--- src/rtl/core/tpuhp_ram.sv ---
// tpuhp_ram: generic single-write, single-read synchronous ram, registered read
// no dependencies
module tpuhp_ram #(
	parameter int WIDTH = 8,
	parameter int DEPTH = 32,
	localparam int ADDR_W = (DEPTH > 1) ? $clog2(DEPTH) : 1
) (
	input  logic              clk,
	input  logic              we,
	input  logic [ADDR_W-1:0] waddr,
	input  logic [WIDTH-1:0]  wdata,
	input  logic              re,
	input  logic [ADDR_W-1:0] raddr,
	output logic [WIDTH-1:0]  rdata
);

	logic [WIDTH-1:0] mem [DEPTH];

	always_ff @(posedge clk) begin
		if (we) begin
			mem[waddr] <= wdata;
		end
		if (re) begin
			rdata <= mem[raddr];
		end
	end

endmodule

--- config.mk ---
export PLATFORM = sky130hd
export DESIGN_NAME = tpuhp_ram
export DESIGN_NICKNAME = d
export VERILOG_FILES = /design/src/rtl/core/tpuhp_ram.sv
export SDC_FILE = /design/constraint.sdc
export NUM_CORES = 1
export LEC_CHECK = 0
export BUFFER_PORTS_ARGS = -buffer_cell sky130_fd_sc_hd__buf_2
export CAP_MARGIN = 40
export CORE_MARGIN = 1.5
export CORE_UTILIZATION = 50
export CTS_CLUSTER_SIZE = 8
export DETAILED_ROUTE_END_ITERATION = 10
export PLACE_DENSITY_LB_ADDON = 0.05
export SLEW_MARGIN = 10
export SYNTH_ARGS = -nofsm -noshare
export SYNTH_HDL_FRONTEND = slang
export SYNTH_SLANG_ARGS = --single-unit
export TNS_END_PERCENT = 50
--- constraint.sdc ---
create_clock -name clk -period 2.01 [get_ports clk]
set_clock_uncertainty 0.05 [all_clocks]
set_input_delay 0.201 -clock clk [delete_from_list [all_inputs] [get_ports clk]]
set_output_delay 0.201 -clock clk [all_outputs]
set_load 0.005 [all_outputs]
==> impl_results.md, run 1 <==
- Setup slack, reg-to-reg: -20 ps
- Yosys warns: 0
- Post-Place Worst Slack: -374.3 ps
- Fin. max-slew vios: 0
- Peak Freq: 493.6 MHz
- RSZ-0062 raised after global routing: true
- Count of input and output buffers: 28
- Die height: 145.4 um
- Fin Setup TNS: -28.58 ps
- Setup violations, final: 3
- CTS Buffer Depth: 3
- Worst Tran Pin Value: around 640 ps
- Status: finished with violations
- Setup CP Type: flop to flop
- WL/cell: 27.59 um
- Diodes inserted: 0
- Cell mode on critical path: mux4_2
- CP arrival: 2220 ps
- FF-to-FF Start: mem[15][4]
- Total setup buffers inserted after CTS: 0
- Reg area: a little under 0.008 sq mm
- Synth top area cells: edfxtp_1, mux4_2, nor2_1, mux2_2, buf_4
- Syn Inst Count: 417
- Mapped Area: about 0.010 sq mm
- Worst slew margin: between 50 and 60%
- Max Cap Violations: 0
- Layout cell share with drive strength beyond 1: 40.16%
- Critical path's largest stage delay: approximately 550 ps
- Rows: 51
- Final hold vios: 0
- M1 WL: 9959 um
- CP Data Required Time: about 2200 ps
- Final RePlAce weighted congestion: 0.7828
- Worst reg2reg path endpoint: rdata[4]
- DR vias: 4663
- Worst r2r path cells: 3
- Die X: 145.4 um
- CP endpoint kind: flop
- Nets: about 530
- Syn-to-layout area delta: 18.36%
- Met3 WL: 1250 um
- Min-delay src: raddr[3]
- Synth Area per Inst: between 20 and 25 sq um
- Power Density: slightly above 1000 mW/mm^2
- Gr usage total: 21.00%
- Crit share post-route: 100.8%
- CP top delay family: multiplexers
- Met2 Wirelength: ~10000 um
- Drt total wl: between 20000 and 25000 um
- Clk pin slew, worst setup/hold paths: 50 ps
- Hold endpoint: rdata[5]
- Top cell type by total area after synthesis: edfxtp_1
- Final setup margin: -15.86 ps
- Drt pass-1 iters: 5
- Seq/Total Area, Yosys: between 70% and 80%
- Leakage Power: between 3 and 4 nW
- Clk sinks: approximately 260
- First-pass GRT wire length: 31800 um
- Root Driver: clkbuf_16
- Max VDD drop: 0.0006151 V
- Most frequent cell after synthesis: edfxtp_1
- Fill cells: 1405
- Vias in the first global route: roughly 4800
- Post-route design area: around 0.012 sq mm
- Core area: 0.01965 sq mm
- Syn nets: roughly 440
- CTS tree: yes
- Crit path max-delay cell type: mux4_2
- Top cell type's share of synthesized area: a little under 80%
- Gr ovfl total: 0
- Largest net degree at the start of global routing: 33
- Clock latency on the worst-skew pair: roughly 500 ps
- I/O pins: 29
- Buf/Inv on CP: 0
- Crit path time final: 2026 ps
- Failing checks: setup timing
- Max Used Layer: met4
- Multi-input logic area: around 0.0021 sq mm
- Post-route antenna net violation count: 0
- Final core utilization: around 61%
- Crit path launch type: flop
- Hold Path Cell Cnt: 2
- FF+latch count, synth: between 200 and 300
- Die ar.: 0.02113 sq mm
- Final HPWL DP: around 14000 um
- Number of buffers created by CTS: 38
- Min-Delay Path Class: input port to flop
- Post-synth EDFFs: ~260
- Antenna violations before repair: 1
- Crit Path Max Fanout: 1
- DRC viols: 0
- Cell Area, Placed: between 0.01 and 0.015 sq mm
- Commonest cells post-synth: edfxtp_1, mux4_2, nor2_1
- CP cell instances: mux4_2 -> mux4_2 -> mux2_4
- DRT iter0 DRCs: around 520
- Library cells used by synthesis: 14
- Vias/cell: 5.994
- H-Tree Depth: 2
- Ys async rst share: 0%
- Starting Density: about half
- Main synth FF type: edfxtp_1
area by class of cell:
cell class | instances | share of cell area [%]
clock buffers | 41 | 8.554
multi-input cells | 133 | 17.60
well taps | 265 | 2.764
flip-flops and latches | 264 | 66.10
repair buffers | 75 | 4.986
placed cells by master (no fill, tap or decap):
cell and instances:
edfxtp_1 264, mux4_2 80, clkbuf_16 41, buf_4 39, nor2_1 33, buf_2 27
buf_12 8, mux2_2 5, nand3b_1 5, mux2_4 3, or3b_2 3, nand3_1 2
nand2_1 1, or3_1 1, dlygate4sd3_1 1
worst reg2reg max path, cell delays in order (launching register included):
cell      delay [ps]
edfxtp_1         370
mux4_2           550
mux4_2           520
mux2_4           280
repair_timing:
| item | 4_1_cts | 5_1_grt |
|---|---|---|
| endpoints found under the setup margin | 3 | 7 |
| endpoints found under the hold margin | 2 | 0 |
| pin swaps | 0 | 0 |
| cloned | 0 | 0 |
| gates resized for setup | 2 | 1 |
| hold buffers | 1 | 0 |
registers in the layout (all words and copies together) (netlist names):
| register | count |
|---|---|
| mem | 256 |
| rdata | 8 |
layer usage:
layer	global-route usage (%)	up-vias
met4	5.306	0
met3	4.075	26
li1	-	1955
met1	33.13	2524
met2	30.57	158
met5	0	-
report_power, final:
part           internal, mW  total, mW  switching [mW]
sequential             6.16       6.18          0.0187
combinational         0.283      0.618           0.335
clock                  3.53       5.56            2.03
how the worst max path moves through the flow:
stage	start	endpoint	slack, ps	cells after the start
after floorplan	raddr[0]	rdata[0]	20	5
after global placement	raddr[0]	rdata[3]	-370	5
after detailed placement	raddr[0]	rdata[3]	-370	5
after CTS	mem[14][3]	rdata[3]	-20	3
after global routing	mem[15][3]	rdata[3]	-40	3
final	mem[15][4]	rdata[4]	-20	3
cell families (layout without fill, tap and decap cells):
group / after synthesis / after routing / share of synthesized area (%)
simple gates: 45 / 45 / 2.050
mux: 88 / 88 / 18.67
buf+inv: 20 / 116 / 1.049
flops: 264 / 264 / 78.23
through the flow:
step                hold WS (ps)  std cells  power (mW)
detailed placement         523.8        736       6.904
floorplan                  249.9        417       6.629
CTS                        151.2        778       12.49
global placement           540.1        736       6.890
finish                     164.7        778       12.36
global route               161.9        778       12.74
(Power assumes the default switching activity.)
==> inputs of run 2 (changes only) <==
--- a/config.mk
+++ b/config.mk
@@ -7,8 +7,10 @@
 export LEC_CHECK = 0
 export BUFFER_PORTS_ARGS = -buffer_cell sky130_fd_sc_hd__buf_2
 export CAP_MARGIN = 40
+export CELL_PAD_IN_SITES_DETAIL_PLACEMENT = 1
+export CELL_PAD_IN_SITES_GLOBAL_PLACEMENT = 2
 export CORE_MARGIN = 1.5
-export CORE_UTILIZATION = 50
+export CORE_UTILIZATION = 45
 export CTS_CLUSTER_SIZE = 8
 export DETAILED_ROUTE_END_ITERATION = 10
 export PLACE_DENSITY_LB_ADDON = 0.05
==> impl_results.md, run 2 (synthesis results as in run 1) <==
- CP arrival: 2230 ps (was 2220 ps)
- I/O pins: 29 (unchanged)
- Core area: 0.02196 sq mm (was 0.01965 sq mm)
- Sequential power share: 49.9% (was 50.0%)
- DRT iter0 DRCs: 333 (was 516)
- Psw: 2.412 mW (was 2.380 mW)
- Gr usage total: 20.94% (was 21.00%)
- Status: finished with violations (unchanged)
- Final HPWL DP: 14440 um (was 13620 um)
- Worst Tran Pin Value: 635.8 ps (was 644.1 ps)
- Post-route antenna net violation count: 0 (unchanged)
- Max reg flops: 256 (unchanged)
- Layout Cells excl Fill: 793 (was 778)
- First-pass GRT wire length: 34800 um (was 31800 um)
- Syn-to-layout area delta: 18.36% (unchanged)
- Vias/cell: 5.784 (was 5.994)
- Setup CP Type: flop to flop (unchanged)
- Root Driver: clkbuf_16 (unchanged)
- Post-Place Worst Slack: -358.3 ps (was -374.3 ps)
- Antenna violations before repair: 2 (was 1)
- Diodes inserted: 0 (unchanged)
- Vias in the first global route: 5118 (was 4806)
- Leakage Power: 3.881 nW (was 3.890 nW)
- Placed Instances: 752 (was 736)
- WL/cell: 29.01 um (was 27.59 um)
- Net switching fraction of the power: 19.47% (was 19.26%)
- Drt pass-1 iters: 6 (was 5)
- Final RePlAce weighted congestion: 0.7300 (was 0.7828)
- Max VDD drop: 0.0006339 V (was 0.0006151 V)
- Final core utilization: 54.62% (was 61.03%)
- Top reg by flops: mem (unchanged)
- CP Data Required Time: 2200 ps (was 2210 ps)
- CTS Buffer Depth: 3 (unchanged)
- Worst slew margin: 57.62% (was 57.06%)
- Post-route design area: 0.01199 sq mm (unchanged)
- Max Cap Violations: 0 (unchanged)
- Fin. max-slew vios: 0 (unchanged)
- Peak Freq: 489.6 MHz (was 493.6 MHz)
- Gate power share: 5.0% (about the same)
- Power Density: 1033 mW/mm^2 (was 1030 mW/mm^2)
- Post-CTS Resized: 1 (was 2)
- Starting Density: 46.15% (was 51.56%)
- Drt total wl: 23000 um (was 21460 um)
- Fill cells: 1858 (was 1405)
- Hold_ws: 27.07 ps (was 164.7 ps)
- H-Tree Depth: 2 (unchanged)
- Clock latency on the worst-skew pair: 510 ps (was 500 ps)
- Largest net degree at the start of global routing: 33 (unchanged)
- Die X: 153.1 um (was 145.4 um)
- Largest registers: mem x256, rdata x8 (unchanged)
- Count of input and output buffers: 28 (unchanged)
- Min-Delay Path Class: input port to flop (unchanged)
- Clk pin slew, worst setup/hold paths: 50 ps (about the same)
- Number of buffers created by CTS: 38 (unchanged)
- RSZ-0062 raised after global routing: true (unchanged)
- DRC viols: 0 (unchanged)
- Clock power share: 45.1% (was 45.0%)
- Final hold vios: 0 (unchanged)
- Setup violations, final: 1 (was 3)
- Cts hold-fix bufs: 0 (was 1)
- Die ar.: 0.02343 sq mm (was 0.02113 sq mm)
- Crit share post-route: 101.6% (was 100.8%)
- Crit Path Max Fanout: 1 (unchanged)
- DR vias: 4587 (was 4663)
- Rows: 54 (was 51)
- P_int: 9.977 mW (was 9.978 mW)
- Most frequent cells in the layout: edfxtp_1, mux4_2, clkbuf_16, buf_4, nor2_1 (was edfxtp_1, mux4_2, clkbuf_16)
- Clk sinks: 264 (unchanged)
- CP endpoint kind: flop (unchanged)
- Gr ovfl total: 0 (unchanged)
- Final setup margin: -32.49 ps (was -15.86 ps)
- Die height: 153.1 um (was 145.4 um)
- Cell Area, Placed: 0.01096 sq mm (was 0.01095 sq mm)
- Leading cell type in the layout, fill and taps excluded: edfxtp_1 (unchanged)
- Layout cell share with drive strength beyond 1: 40.35% (was 40.16%)
- Total setup buffers inserted after CTS: 0 (unchanged)
- Crit path time final: 2042 ps (was 2026 ps)
- Failing checks: setup timing (unchanged)
- CTS tree: yes (unchanged)
- Nets: 533 (unchanged)
- Crit path launch type: flop (unchanged)
run 2: power groups by stage:
stage               Sequential, mW  Clock [mW]  Combinational, mW
floorplan                     6.28           0              0.353
global placement              6.28           0              0.611
detailed placement            6.29           0              0.624
CTS                           6.18        5.72              0.629
global route                  6.18        5.92              0.662
finish                        6.18        5.59              0.613
run 2: layer usage:
metal	global-route usage [%]	up-vias	share of wire [%]
li1	-	1957	-
met1	31.17	2469	46
met2	32.10	137	47
met3	3.828	24	5.5
met4	5.929	0	1.4
met5	0	-	0
run 2: final cells by class:
cell class,count,area (sq um),area share [%]
clock buffer,41,1026,8.554
timing repair buffer,75,583.1,4.861
tap,280,350.3,2.921
sequential,264,7928,66.10
multi-input combinational,133,2107,17.57
run 2: final timing paths:
check / end / startpoint / cells past startpoint / slack [ps]
min: rdata[1] / re / 1 / 30
max reg2reg: rdata[2] / mem[15][2] / 3 / -30
max: rdata[2] / mem[15][2] / 3 / -30
min reg2reg: rdata[0] / mem[2][0] / 3 / 940
run 2: per-stage QoR:
stage,power [mW],TNS (ps)
finish,12.39,-32.49
global route,12.77,-167.4
CTS,12.54,-86.89
detailed placement,6.910,-2553
global placement,6.892,-2552
floorplan,6.629,0
run 2: critical path, cell delays in order, from the launching register on:
cell      delay (ps)
edfxtp_1         390
mux4_2           550
mux4_2           530
mux2_4           280
