[config.mk]
export PLATFORM = sky130hd
export DESIGN_NAME = tpuhp_dist
export DESIGN_NICKNAME = d
export VERILOG_FILES = /design/src/rtl/core/tpuhp_pkg.sv /design/src/rtl/core/tpuhp_dist.sv
export SDC_FILE = /design/constraint.sdc
export NUM_CORES = 2
export LEC_CHECK = 0
export ABC_AREA = 1
export BUFFER_PORTS_ARGS = -buffer_cell sky130_fd_sc_hd__buf_2
export CORE_MARGIN = 5
export CORE_UTILIZATION = 40
export DETAILED_ROUTE_END_ITERATION = 7
export SKIP_CTS_REPAIR_TIMING = 1
export SLEW_MARGIN = 40
export SYNTH_ARGS = -nofsm -noshare
export SYNTH_HDL_FRONTEND = slang
export SYNTH_SLANG_ARGS = --single-unit
[constraint.sdc]
create_clock -name clk -period 8.9 [get_ports clk]
set_input_delay 1.78 -clock clk [delete_from_list [all_inputs] [get_ports clk]]
set_output_delay 1.78 -clock clk [all_outputs]
set_load 0.03 [all_outputs]
[src/rtl/core/tpuhp_pkg.sv]
// tpuhp_pkg: shared types, widths and constants of the two-plane hit pairing block
// no dependencies; imported by the top level, tpuhp_dist and tpuhp_seq
package tpuhp_pkg;

	localparam int HIT_CAPACITY = 32;
	localparam int COORD_BITS   = 24;
	localparam int MAX_RESULTS  = 32;

	localparam int FIELD_W  = 24;
	localparam int RESOL_W  = 16;
	localparam int LAYER_W  = 4;
	localparam int DIST_W   = 20;
	localparam int LIMIT_W  = 8;
	localparam int CFG_IDX_W = 2;

	localparam int AW    = (HIT_CAPACITY > 1) ? $clog2(HIT_CAPACITY) : 1;
	localparam int CNT_W = $clog2(HIT_CAPACITY + 1);
	localparam int RES_W = $clog2(MAX_RESULTS + 1);

	localparam int COORD_SHIFT = (COORD_BITS < FIELD_W) ? FIELD_W - COORD_BITS : 0;

	localparam int DIFF_W     = 22;
	localparam int DIFF_CLAMP = 1 << (DIFF_W - 1);
	localparam int SQ_W       = 2 * DIFF_W;
	localparam int SUM_W      = SQ_W + 1;
	localparam int WIN_SQ_W   = 2 * DIST_W;

	typedef enum logic [CFG_IDX_W-1:0] {
		REG_ALIGNED_PLANE = 2'd0,
		REG_DISTANCE_MIN  = 2'd1,
		REG_DISTANCE_MAX  = 2'd2,
		REG_HIT_LIMIT     = 2'd3
	} cfg_index_t;

	typedef struct packed {
		logic [LAYER_W-1:0] aligned_plane;
		logic [DIST_W-1:0]  distance_min;
		logic [DIST_W-1:0]  distance_max;
		logic [LIMIT_W-1:0] hit_limit;
	} cfg_t;

	typedef struct packed {
		logic [RESOL_W-1:0] res;
		logic [FIELD_W-1:0] z;
		logic [FIELD_W-1:0] y;
		logic [FIELD_W-1:0] x;
	} entry_t;

	localparam int ENTRY_W = $bits(entry_t);

	typedef struct packed {
		logic          last;
		entry_t        second;
		entry_t        first;
	} pair_t;

	typedef struct packed {
		logic          we;
		logic [AW-1:0] waddr;
		logic          re;
		logic [AW-1:0] raddr;
	} mem_ctl_t;

	typedef struct packed {
		logic          launch;
		logic [AW-1:0] idx;
	} scan_t;

	typedef struct packed {
		logic          active;
		logic          valid;
		logic          hit;
		logic [AW-1:0] idx;
	} dist_stat_t;

	// keep the low COORD_BITS bits and sign-extend them to the field width
	function automatic logic [FIELD_W-1:0] coord_sext(input logic [FIELD_W-1:0] v);
		logic signed [FIELD_W-1:0] t;
		t = $signed(v << COORD_SHIFT);
		return t >>> COORD_SHIFT;
	endfunction

endpackage

[src/rtl/core/tpuhp_dist.sv]
// tpuhp_dist: pipelined transverse distance window test of one hit pair
// depends on tpuhp_pkg; fed by the read ports of both hit stores
module tpuhp_dist (
	input  logic                 clk,
	input  logic                 arst_n,
	input  tpuhp_pkg::cfg_t      cfg,
	input  tpuhp_pkg::scan_t     scan,
	input  tpuhp_pkg::entry_t    first_q,
	input  tpuhp_pkg::entry_t    second_q,
	output tpuhp_pkg::dist_stat_t stat
);
	import tpuhp_pkg::*;

	function automatic logic [DIFF_W-1:0] abs_clamp(input logic [FIELD_W-1:0] a,
			input logic [FIELD_W-1:0] b);
		logic signed [FIELD_W:0] d;
		logic [FIELD_W:0]        m;
		d = $signed({a[FIELD_W-1], a}) - $signed({b[FIELD_W-1], b});
		m = d[FIELD_W] ? (FIELD_W+1)'(-d) : d;
		return (m > (FIELD_W+1)'(DIFF_CLAMP)) ? DIFF_W'(DIFF_CLAMP) : m[DIFF_W-1:0];
	endfunction

	logic [WIN_SQ_W-1:0] lo_sq_q, hi_sq_q;

	logic          v_s1, v_s2, v_s3, v_s4, v_s5;
	logic [AW-1:0] idx_s1, idx_s2, idx_s3, idx_s4, idx_s5;
	logic [DIFF_W-1:0] dx_s2, dy_s2;
	logic [SQ_W-1:0]   sqx_s3, sqy_s3;
	logic [SUM_W-1:0]  sum_s4;
	logic              hit_s5;

	always_ff @(posedge clk or negedge arst_n) begin
		if (!arst_n) begin
			v_s1 <= 1'b0;
			v_s2 <= 1'b0;
			v_s3 <= 1'b0;
			v_s4 <= 1'b0;
			v_s5 <= 1'b0;
		end else begin
			v_s1 <= scan.launch;
			v_s2 <= v_s1;
			v_s3 <= v_s2;
			v_s4 <= v_s3;
			v_s5 <= v_s4;
		end
	end

	// window edges squared; registers are to change only while the block is idle, which the block does not enforce
	always_ff @(posedge clk) begin
		lo_sq_q <= {{DIST_W{1'b0}}, cfg.distance_min} * {{DIST_W{1'b0}}, cfg.distance_min};
		hi_sq_q <= {{DIST_W{1'b0}}, cfg.distance_max} * {{DIST_W{1'b0}}, cfg.distance_max};
		idx_s1  <= scan.idx;
		idx_s2  <= idx_s1;
		dx_s2   <= abs_clamp(first_q.x, second_q.x);
		dy_s2   <= abs_clamp(first_q.y, second_q.y);
		idx_s3  <= idx_s2;
		sqx_s3  <= dx_s2 * dx_s2;
		sqy_s3  <= dy_s2 * dy_s2;
		idx_s4  <= idx_s3;
		sum_s4  <= {1'b0, sqx_s3} + {1'b0, sqy_s3};
		idx_s5  <= idx_s4;
		hit_s5  <= (sum_s4 >= SUM_W'(lo_sq_q)) && (sum_s4 <= SUM_W'(hi_sq_q));
	end

	assign stat.active = v_s1 | v_s2 | v_s3 | v_s4 | v_s5;
	assign stat.valid  = v_s5;
	assign stat.hit    = hit_s5;
	assign stat.idx    = idx_s5;

endmodule

==> results by group <==
Synthesis
  • Net Count, Synth: 10.6k
  • Primary FF master, synth: dfxtp_1
  • Synth top area cells: fa_1 (37%), ha_1 (15%), inv_1 (14%)
  • Top-count cell post-synth: inv_1
  • YS warnings: 0
  • Cells after synthesis: 8283
  • Register bit total from synthesis: 284
  • Async S/R FF share, synth: 1.76%
  • Synth top area share: 37.5%
  • Most common library cells after synthesis: inv_1 (2466), nand2_1 (1661), fa_1 (1244), ha_1 (795), a21oi_1 (348)
  • EDFF count, synth: 0
  • Post-synthesis cell area: 66500 sq um
  • Unique masters post-synth: 55
  • Sequential element share of the synthesized area: under 10%
  • Avg Inst Size Synth: 8.02 sq um
  • Biggest area consumer among synthesized cells: fa_1

Clock network
  • CTS buffer count: 35
  • CTS Buffer Depth: 3
  • Clock transition at path regs: roughly 0.06 ns
  • Sink Count: 284
  • Root Buffer: clkbuf_16
  • Number of H-tree levels: 2
  • CTS tree: done
  • Skew-Pair Late Insertion Delay: 0.58 ns

Timing
  • Setup total negative slack: 0 ns
  • Final hold vios: 0
  • Hold slack final: 0.326 ns
  • Tcrit/Tclk final: 89.6%
  • Slew HR: 42.0%
  • Peak Freq: 0.125 GHz
  • RSZ-0062 raised after global routing: false
  • Fin. max-slew vios: 0
  • Min Tclk post-route: 7.97 ns
  • Final setup vio count: 0
  • Clock skew: 0.0262 ns
  • Actual slew at the worst max-slew pin: 0.870 ns

Setup path
  • Worst R2R Path Depth: 28
  • CP Capture Type: flop
  • FF-to-FF Start: dy_s2[3]
  • Crit path required time: 9.40 ns
  • Max stage delay on crit path: 0.55 ns
  • Critical Path Fanout Max: 20
  • Startpoint Class: primary input
  • Critical setup path kind: in2reg
  • Worst Path Arrival: 8.47 ns
  • Delay-heaviest family, CP: adder cells
  • Register-to-Register Setup Slack: 1.51 ns
  • Reg-to-reg endpoint: sqy_s3[41]
  • Slowest cell on the critical path: fa_1
  • CP bufs+invs: 8

Floorplan
  • Initial Util: slightly above 40%
  • Io pins: 244
  • Core area: approximately 160000 sq um
  • Site Rows: 149
  • Chip height: 418 um
  • Die area: approximately 170000 sq um
  • DIE WIDTH: 418 um

Run
  • Max capacitance violation total: 0

Power and ir drop
  • Share of power burned in registers: 9.4%
  • Max rail drop VDD: 0.790 mV
  • Power per Cell Area: 355 nW/um^2
  • Switching share of total power: 56.0%
  • Static Leak: around 43 nW
  • Combinational share of power: a little over four fifths
  • Psw: between 0.01 and 0.015 W
  • Clock network power share: about 6.3%
  • Internal: approximately 0.011 W

Drt
  • DR WL/cell: 14.6 um
  • Remaining DRCs: 0
  • DR vias/cell: ~4.7
  • Drt total wl: 155 mm
  • Drt first pass iters: 5
  • ANT nets after route: 0
  • Via Count: 49.9k
  • Initial drt markers: 2405

Global routing
  • Largest net degree at the start of global routing: 40
  • Initial antenna violation count: 2
  • GRT Total Usage: between 10% and 20%
  • GRT overflow: 0
  • First-pass GRT wire length: 264 mm
  • Vias in the first global route: between 50k and 60k

Final layout
  • Layout cells sized above 1: 5.23%
  • Area Growth Syn to Fin: 6.98%
  • NumNets Final: ~11k

Placed design
  • IO buf count: approximately 150
  • GP Congestion: approximately 0.90
  • Hpwl dp: 134 mm

Status
  • Status: finished, final reports clean

Hold path
  • Hold Path Cell Cnt: 0
  • Min-delay worst type: reg2reg
  • Hold path endpoint: idx_s5[4]
  • Hold Crit Start: idx_s4[4]
## worst register-to-register path, delay by kind of cell (launching register included)
family	cells	cell delay (ns)
fa+ha+maj	8	3.63
compound gates	6	1.44
flops	1	0.86
buf+inv	8	0.77
simple gates	5	0.47
xor+xnor	1	0.17
## routing by layer
metal,vias up,wire length [um],global-route usage [%]
met5,-,0,0
met2,915,76300,32.3
met3,202,5970,1.59
met4,0,3440,4.20
li1,24500,-,-
met1,24300,69100,24.4
## cell type report
type	count	area, sq um
Timing Repair Buffer	236	1410
Antenna cell	2	5.00
Fill cell	16500	93900
Multi-Input combinational cell	5334	50600
Clock buffer	44	950
Sequential cell	284	5720
Clock inverter	20	343
Inverter	2476	9290
Tap cell	2189	2740
## cells by family after synthesis
logic type	after synthesis	share of synthesized area, %
xor gates and xnor gates	273	3.62
DFF	284	8.59
AOI/OAI and AO/OA	665	5.62
adders and majority gates	2039	52.4
and+or+nand+nor	2357	14.5
buffers and inverters	2665	15.2
## registers in the layout, indices dropped and copies added, names as in the netlist, 5 cells and up
register  cells
idx_s5        5
idx_s4        5
hi_sq_q      39
sqy_s3       43
dx_s2        22
idx_s3        5
lo_sq_q      39
sum_s4       45
idx_s2        5
sqx_s3       43
dy_s2        22
idx_s1        5
## power by group through the flow
| stage | sequential [W] | clock [W] | combinational (W) |
|---|---|---|---|
| after floorplan | 0.00216 | 0 | 0.0159 |
| after global placement | 0.00240 | 0 | 0.0213 |
| after detailed placement | 0.00240 | 0 | 0.0213 |
| after CTS | 0.00238 | 0.00165 | 0.0217 |
| after global routing | 0.00241 | 0.00170 | 0.0245 |
| final | 0.00238 | 0.00160 | 0.0213 |
## per-stage QoR
| stage | cell area [sq um] | std cells | power (W) | worst slack (ns) | utilization, % |
|---|---|---|---|---|---|
| floorplan | 66500 | 8283 | 0.0181 | 0.609 | - |
| global placement | 69800 | 10500 | 0.0237 | 0.386 | 42.3 |
| detailed placement | 69800 | 10500 | 0.0237 | 0.382 | 42.3 |
| CTS | 71100 | 10600 | 0.0257 | 0.962 | 43.1 |
| global route | 71100 | 10600 | 0.0286 | 0.525 | 43.1 |
| finish | 71100 | 10600 | 0.0252 | 0.925 | 43.1 |
## placed cells by master, fill, tap and decap left out, types with 6 or more instances in the layout
| master | instances |
|---|---|
| a21boi_0 | 11 |
| a21o_1 | 14 |
| a21oi_1 | 348 |
| a31oi_1 | 54 |
| buf_2 | 151 |
| buf_4 | 84 |
| bufinv_16 | 7 |
| clkbuf_16 | 35 |
| dfxtp_1 | 275 |
| fa_1 | 1244 |
| ha_1 | 795 |
| inv_1 | 2466 |
| inv_2 | 8 |
| nand2_1 | 1661 |
| nand2_2 | 36 |
| nand3_1 | 157 |
| nand3_2 | 8 |
| nand3b_1 | 13 |
| nand4_1 | 34 |
| nor2_1 | 307 |
| nor2_2 | 55 |
| nor3_1 | 45 |
| nor4_1 | 13 |
| o211ai_1 | 20 |
| o21a_1 | 12 |
| o21ai_0 | 137 |
| o21ai_1 | 6 |
| o21bai_1 | 22 |
| o221ai_1 | 8 |
| o31ai_1 | 8 |
| or2_2 | 14 |
| xnor2_1 | 105 |
| xor2_1 | 166 |
## worst max-delay path by stage
stage | start | to | slack [ns] | depth (start not counted)
finish | cfg[10] | hi_sq_q[37] | 0.93 | 28
global route | cfg[32] | lo_sq_q[37] | 0.52 | 31
CTS | cfg[10] | hi_sq_q[37] | 0.96 | 28
detailed placement | cfg[10] | hi_sq_q[37] | 0.38 | 28
global placement | cfg[32] | lo_sq_q[37] | 0.39 | 31
floorplan | cfg[36] | lo_sq_q[37] | 0.61 | 32
(Power assumes the default switching activity.)
