## config.mk

```make
export PLATFORM = sky130hd
export DESIGN_NAME = tpuhp_seq
export DESIGN_NICKNAME = d
export VERILOG_FILES = /design/src/rtl/core/tpuhp_pkg.sv /design/src/rtl/core/tpuhp_seq.sv
export SDC_FILE = /design/constraint.sdc
export NUM_CORES = 1
export LEC_CHECK = 0
export ABC_AREA = 1
export BUFFER_PORTS_ARGS = -buffer_cell sky130_fd_sc_hd__buf_2
export CAP_MARGIN = 5
export CORE_UTILIZATION = 50
export DETAILED_ROUTE_END_ITERATION = 8
export GPL_TIMING_DRIVEN = 1
export PLACE_DENSITY = 0.77
export SYNTH_ARGS = -nofsm -noshare
export SYNTH_HDL_FRONTEND = slang
export SYNTH_SLANG_ARGS = --single-unit
export TNS_END_PERCENT = 100
```

## constraint.sdc

```tcl
create_clock -name clk -period 7.3 [get_ports clk]
set_clock_uncertainty 0.1 [all_clocks]
set_input_delay 0.73 -clock clk [delete_from_list [all_inputs] [get_ports clk]]
set_output_delay 0.73 -clock clk [all_outputs]
set_load 0.1 [all_outputs]
```

## src/rtl/core/tpuhp_pkg.sv

```systemverilog
// tpuhp_pkg: shared types, widths and constants of the two-plane hit pairing block
// no dependencies; imported by the top level, tpuhp_dist and tpuhp_seq
package tpuhp_pkg;

	localparam int HIT_CAPACITY = 32;
	localparam int COORD_BITS   = 24;
	localparam int MAX_RESULTS  = 32;

	localparam int FIELD_W  = 24;
	localparam int RESOL_W  = 16;
	localparam int LAYER_W  = 4;
	localparam int DIST_W   = 20;
	localparam int LIMIT_W  = 8;
	localparam int CFG_IDX_W = 2;

	localparam int AW    = (HIT_CAPACITY > 1) ? $clog2(HIT_CAPACITY) : 1;
	localparam int CNT_W = $clog2(HIT_CAPACITY + 1);
	localparam int RES_W = $clog2(MAX_RESULTS + 1);

	localparam int COORD_SHIFT = (COORD_BITS < FIELD_W) ? FIELD_W - COORD_BITS : 0;

	localparam int DIFF_W     = 22;
	localparam int DIFF_CLAMP = 1 << (DIFF_W - 1);
	localparam int SQ_W       = 2 * DIFF_W;
	localparam int SUM_W      = SQ_W + 1;
	localparam int WIN_SQ_W   = 2 * DIST_W;

	typedef enum logic [CFG_IDX_W-1:0] {
		REG_ALIGNED_PLANE = 2'd0,
		REG_DISTANCE_MIN  = 2'd1,
		REG_DISTANCE_MAX  = 2'd2,
		REG_HIT_LIMIT     = 2'd3
	} cfg_index_t;

	typedef struct packed {
		logic [LAYER_W-1:0] aligned_plane;
		logic [DIST_W-1:0]  distance_min;
		logic [DIST_W-1:0]  distance_max;
		logic [LIMIT_W-1:0] hit_limit;
	} cfg_t;

	typedef struct packed {
		logic [RESOL_W-1:0] res;
		logic [FIELD_W-1:0] z;
		logic [FIELD_W-1:0] y;
		logic [FIELD_W-1:0] x;
	} entry_t;

	localparam int ENTRY_W = $bits(entry_t);

	typedef struct packed {
		logic          last;
		entry_t        second;
		entry_t        first;
	} pair_t;

	typedef struct packed {
		logic          we;
		logic [AW-1:0] waddr;
		logic          re;
		logic [AW-1:0] raddr;
	} mem_ctl_t;

	typedef struct packed {
		logic          launch;
		logic [AW-1:0] idx;
	} scan_t;

	typedef struct packed {
		logic          active;
		logic          valid;
		logic          hit;
		logic [AW-1:0] idx;
	} dist_stat_t;

	// keep the low COORD_BITS bits and sign-extend them to the field width
	function automatic logic [FIELD_W-1:0] coord_sext(input logic [FIELD_W-1:0] v);
		logic signed [FIELD_W-1:0] t;
		t = $signed(v << COORD_SHIFT);
		return t >>> COORD_SHIFT;
	endfunction

endpackage

```

## src/rtl/core/tpuhp_seq.sv

```systemverilog
// tpuhp_seq: hit intake, store counts and end-of-event pairing sequencer
// depends on tpuhp_pkg; drives both store rams and the distance pipeline
module tpuhp_seq (
	input  logic                  clk,
	input  logic                  arst_n,
	input  logic                  start,
	input  logic                  event_last,
	input  logic [tpuhp_pkg::LAYER_W-1:0] layer_index,
	input  tpuhp_pkg::cfg_t       cfg,
	input  tpuhp_pkg::entry_t     first_q,
	input  tpuhp_pkg::entry_t     second_q,
	input  tpuhp_pkg::dist_stat_t dstat,
	output logic                  busy,
	output tpuhp_pkg::mem_ctl_t   first_ctl,
	output tpuhp_pkg::mem_ctl_t   second_ctl,
	output tpuhp_pkg::scan_t      scan,
	output logic                  out_valid,
	output tpuhp_pkg::pair_t      out_pair
);
	import tpuhp_pkg::*;

	typedef enum logic [2:0] {
		S_IDLE,
		S_SCAN,
		S_DRAIN,
		S_TAKE,
		S_PAIR,
		S_FLUSH
	} state_t;

	state_t           state_q;
	logic [CNT_W-1:0] fc_q, sc_q, i_q, j_q;
	logic [RES_W-1:0] n_q;
	logic [1:0]       hits_q;
	logic [AW-1:0]    take_q;
	logic             pend_valid_q;
	pair_t            pend_q;
	logic             out_valid_q;
	pair_t            out_q;

	logic             accept, to_first, to_second, in_limit;
	logic             first_done, scan_end;
	logic [CNT_W-1:0] fc_n, sc_n;
	logic [RES_W-1:0] n_inc;

	always_comb begin
		accept    = start && (state_q == S_IDLE);
		to_first  = (layer_index == '0) && (fc_q < CNT_W'(HIT_CAPACITY));
		to_second = !to_first
			&& (({1'b0, layer_index} + (LAYER_W+1)'(1)) == {1'b0, cfg.aligned_plane})
			&& (sc_q < CNT_W'(HIT_CAPACITY));

		first_ctl.we     = accept && to_first;
		first_ctl.waddr  = fc_q[AW-1:0];
		first_ctl.re     = (state_q == S_SCAN) && (j_q == '0);
		first_ctl.raddr  = i_q[AW-1:0];
		second_ctl.we    = accept && to_second;
		second_ctl.waddr = sc_q[AW-1:0];
		second_ctl.re    = (state_q == S_SCAN) || (state_q == S_TAKE);
		second_ctl.raddr = (state_q == S_TAKE) ? take_q : j_q[AW-1:0];

		scan.launch = (state_q == S_SCAN);
		scan.idx    = j_q[AW-1:0];

		fc_n     = fc_q + CNT_W'(first_ctl.we);
		sc_n     = sc_q + CNT_W'(second_ctl.we);
		in_limit = ((LIMIT_W+1)'(fc_n) <= {1'b0, cfg.hit_limit})
			&& ((LIMIT_W+1)'(sc_n) <= {1'b0, cfg.hit_limit});

		n_inc      = n_q + RES_W'(1);
		first_done = ((i_q + CNT_W'(1)) == fc_q);
		scan_end   = ((j_q + CNT_W'(1)) == sc_q);
	end

	always_ff @(posedge clk or negedge arst_n) begin
		if (!arst_n) begin
			state_q      <= S_IDLE;
			fc_q         <= '0;
			sc_q         <= '0;
			i_q          <= '0;
			j_q          <= '0;
			n_q          <= '0;
			hits_q       <= '0;
			take_q       <= '0;
			pend_valid_q <= 1'b0;
			pend_q       <= '0;
			out_valid_q  <= 1'b0;
			out_q        <= '0;
		end else begin
			out_valid_q <= ((state_q == S_PAIR) || (state_q == S_FLUSH)) && pend_valid_q;

			// tally in-window candidates of the current first-plane hit
			if (dstat.valid && dstat.hit) begin
				if (hits_q != 2'd2) begin
					hits_q <= hits_q + 2'd1;
				end
				take_q <= dstat.idx;
			end

			case (state_q)
				S_IDLE: begin
					if (accept) begin
						fc_q <= fc_n;
						sc_q <= sc_n;
						if (event_last) begin
							if (in_limit && (fc_n != '0) && (sc_n != '0)) begin
								state_q      <= S_SCAN;
								i_q          <= '0;
								j_q          <= '0;
								n_q          <= '0;
								hits_q       <= '0;
								pend_valid_q <= 1'b0;
							end else begin
								fc_q <= '0;
								sc_q <= '0;
							end
						end
					end
				end
				S_SCAN: begin
					j_q <= j_q + CNT_W'(1);
					if (scan_end) begin
						state_q <= S_DRAIN;
					end
				end
				S_DRAIN: begin
					if (!dstat.active) begin
						if (hits_q == 2'd1) begin
							state_q <= S_TAKE;
						end else if (first_done) begin
							state_q <= S_FLUSH;
						end else begin
							state_q <= S_SCAN;
							i_q     <= i_q + CNT_W'(1);
							j_q     <= '0;
							hits_q  <= '0;
						end
					end
				end
				S_TAKE: begin
					state_q <= S_PAIR;
				end
				S_PAIR: begin
					// hold each pair back one slot so the last one can be marked
					if (pend_valid_q) begin
						out_q <= pend_q;
					end
					pend_valid_q  <= 1'b1;
					pend_q.first  <= first_q;
					pend_q.second <= second_q;
					pend_q.last   <= 1'b0;
					n_q           <= n_inc;
					if (first_done || (n_inc == RES_W'(MAX_RESULTS))) begin
						state_q <= S_FLUSH;
					end else begin
						state_q <= S_SCAN;
						i_q     <= i_q + CNT_W'(1);
						j_q     <= '0;
						hits_q  <= '0;
					end
				end
				S_FLUSH: begin
					if (pend_valid_q) begin
						out_q <= {1'b1, pend_q.second, pend_q.first};
					end
					pend_valid_q <= 1'b0;
					fc_q         <= '0;
					sc_q         <= '0;
					state_q      <= S_IDLE;
				end
				default: begin
					state_q <= S_IDLE;
				end
			endcase
		end
	end

	assign busy      = (state_q != S_IDLE);
	assign out_valid = out_valid_q;
	assign out_pair  = out_q;

endmodule

```

==> metrics.txt <==
Worst setup EP type=register; status=finished, final reports clean; antenna violations before repair=15; sequential cell area=9884 um2; DRT Pass-1 Iters=5; Post-route DRC=0; worst relative slew slack=around 25%; most common cell after layout, fill and taps aside=nand2_1; most frequent cells in the layout=nand2_1, buf_2, dfrtp_1, inv_1, o21ai_0; Tmin final=4592 ps; PortBufs=~410; gr usage total=24.52%; RSZ-0062 raised after global routing=no; Max VDD drop=roughly 0.53 mV; CTS max path bufs=3; Fin Hold WS=124.5 ps; start of the worst register-to-register path=state_q[1]$_DFFE_PN0P_; Final Slew Violations=0; Hold Crit Class=primary input to async pin; Design Power=5.683 mW; total wire length=40750 um; layout cells sized above 1=~22%; Synth Cell Area=roughly 16000 um2; multi-input logic area=~5700 um2; Post-CTS Resized=0; number of synthesis warnings=0; Avg Vias per Cell=approximately 4.9; die area=33450 um2; Yosys reg bits=approximately 400; Placement Setup Slack=~2800 ps; Leak=11.38 nW; kind of critical path=register to register; largest cells by area after synthesis=dfrtp_1, nand2_1, o21ai_0; die width=between 150 and 200 um; Root Driver=clkbuf_16; worst reg-to-reg path cell count=24; share of flip-flops with an asynchronous set or reset=between 90% and 100%; Reg clk slew, reported paths=roughly 60 ps; die height=between 150 and 200 um; Final setup viols=0; EDFF count, synth=0; Sum Neg Setup Slack=0 ps; Max Cap Viol=0; Final WS setup=~2700 ps; largest net degree at the start of global routing=162; Period Utilization, post-route=a little over three fifths; Achievable Freq=around 220 MHz; Initial Util=slightly above 50%; total grt overflow=0; dominant synthesized flop cell=dfrtp_1; number of I/O pins=roughly 450; critical path launch point=state_q[1]$_DFFE_PN0P_; Num CTS Buffers=43; area grow syn2layout=22.46%; Final nets=approximately 2500; startpoint types=register; first-pass GRT wire length=between 60000 and 70000 um; cts hold-fix bufs=0; CP peak stage delay=450 ps; final hold violations=0; core region area=31880 um2; Critical Path AT=4900 ps; Slowest-stage cell, CP=dfrtp_1; DR iter-0 viols=between 700 and 800; end of the critical path=j_q[3]$_DFFE_PN0P_; post-synth top area share=between 60% and 70%; worst-path cell chain=nor2_1, inv_1, nor2_1, nand2_1, a211oi_1, nand4_1, nor3_1, ha_1, ha_1, nand3_1, xor2_1, inv_2, ha_1, nand2_1, nor2_1, nand4_1, nand2_1, nand2_2, nor2_2, nor2_2, nor2_4, nand2_2, nand2_1, nand2_1; number of fill cells=2744; CP dominant cell by count=nand2_1; CP Max Fanout=13; PwrDens=283.7 nW/um2; Net Count, Synth=about 2200; DPL Wire Length=26720 um; row count=65; Worst-Skew Late Latency=roughly 530 ps; clock sinks=395; H-tree depth=2; worst reg2reg setup slack=around 2700 ps; TritonCTS clock tree=yes; Syn Inst Count=about 1900; RR Endpoint=j_q[3]$_DFFE_PN0P_; Required @ worst endpoint=around 7600 ps; Post-DRT Antenna Nets=0; global placement routability congestion=0.8461; vias=approximately 14000; register area share after synthesis=60.42%; setup bufs post-CTS=0; number of global-route vias before repair=13500; Tightest Pin Transition=between 1000 and 1500 ps; largest area contributor in the netlist=dfrtp_1; Wirelength per Cell=14.80 um; Netlist cell types=34; Post-Syn Area per Cell=~8.6 um2
## cell families after synthesis
logic type / after synthesis / synth area share, %
fa+ha+maj: 24 / 1.836
mux: 5 / 0.3441
buf+inv: 189 / 5.055
compound gates: 97 / 3.105
xor+xnor: 19 / 1.017
flops: 395 / 60.42
simple gates: 1184 / 28.22
## synthesized netlist by cell type, types with 2 or more instances
master	number
buf_2	28
or2_2	4
nand3_1	53
dfrtp_1	395
nor2_1	35
o21ai_0	64
mux2_2	5
o21bai_1	4
buf_1	7
nand4_1	9
o21ai_1	6
nor2_2	3
nand2_1	1066
a21oi_1	18
buf_4	20
ha_1	24
xor2_1	13
nand3_2	4
xnor2_1	6
nor3_2	2
nand2_2	3
clkbuf_1	46
inv_1	84
nor2_4	2
inv_2	3
## critical path: cells and delay by family, from the launching register on
family	cells	cell delay [ps]
AO/OA/AOI/OAI	1	270
flip-flops	1	450
buffers and inverters	2	160
adder cells (fa/ha/maj)	3	750
XOR/XNOR	1	170
AND/OR/NAND/NOR	17	2600
## worst min-delay path by stage
stage / start / to / slack, ps / depth (start not counted)
final: arst_n / pend_q[4]$_DFFE_PN0P_ / 120 / 1
after floorplan: arst_n / fc_q[0]$_DFFE_PN0P_ / 330 / 0
after global placement: out_pair[143]$_DFFE_PN0P_ / out_pair[143]$_DFFE_PN0P_ / 350 / 2
after global routing: arst_n / pend_q[4]$_DFFE_PN0P_ / 200 / 1
after detailed placement: out_pair[69]$_DFFE_PN0P_ / out_pair[69]$_DFFE_PN0P_ / 350 / 2
after CTS: arst_n / out_pair[2]$_DFFE_PN0P_ / 190 / 1
## registers in the layout, indices dropped and copies added (netlist names)
name	cells
fc_q	6
take_q	5
out_pair	177
sc_q	6
pend_valid_q	1
hits_q	2
i_q	6
pend_q	176
out_valid	1
j_q	6
n_q	6
state_q	3
## stage by stage
stage               util, %  instances  cell area [um2]
CTS                   62.76       2744            20010
detailed placement    58.28       2666            18580
global route          62.82       2752            20030
floorplan                 -       1913            16360
finish                62.84       2754            20030
global placement      58.28       2666            18580
## final cells by class
type                            count  area share (%)
Antenna cell                       10          0.1249
Timing Repair Buffer              420           10.77
Clock buffer                       67           6.383
Multi-Input combinational cell   1329           28.26
Sequential cell                   395           49.34
Clock inverter                     11          0.7370
Inverter                           87           1.668
Tap cell                          435           2.717
## layer usage
layer | share of wire, % | routed length, um | up-vias | GRT usage (%)
li1 | - | - | 6580 | -
met1 | 42 | 17040 | 6369 | 30.56
met2 | 46 | 18710 | 485 | 40.46
met3 | 7.7 | 3141 | 123 | 6.334
met4 | 4.4 | 1797 | 10 | 10.77
met5 | 0.14 | 59 | - | 0
## power by group
group / leakage (nW) / switching [mW] / total, mW / internal (mW)
Combinational: 6.14 / 0.887 / 1.09 / 0.205
Sequential: 4.55 / 0.0949 / 2.43 / 2.33
Clock: 0.698 / 0.851 / 2.16 / 1.31
Total: 11.4 / 1.83 / 5.68 / 3.85
(Power assumes the default switching activity.)
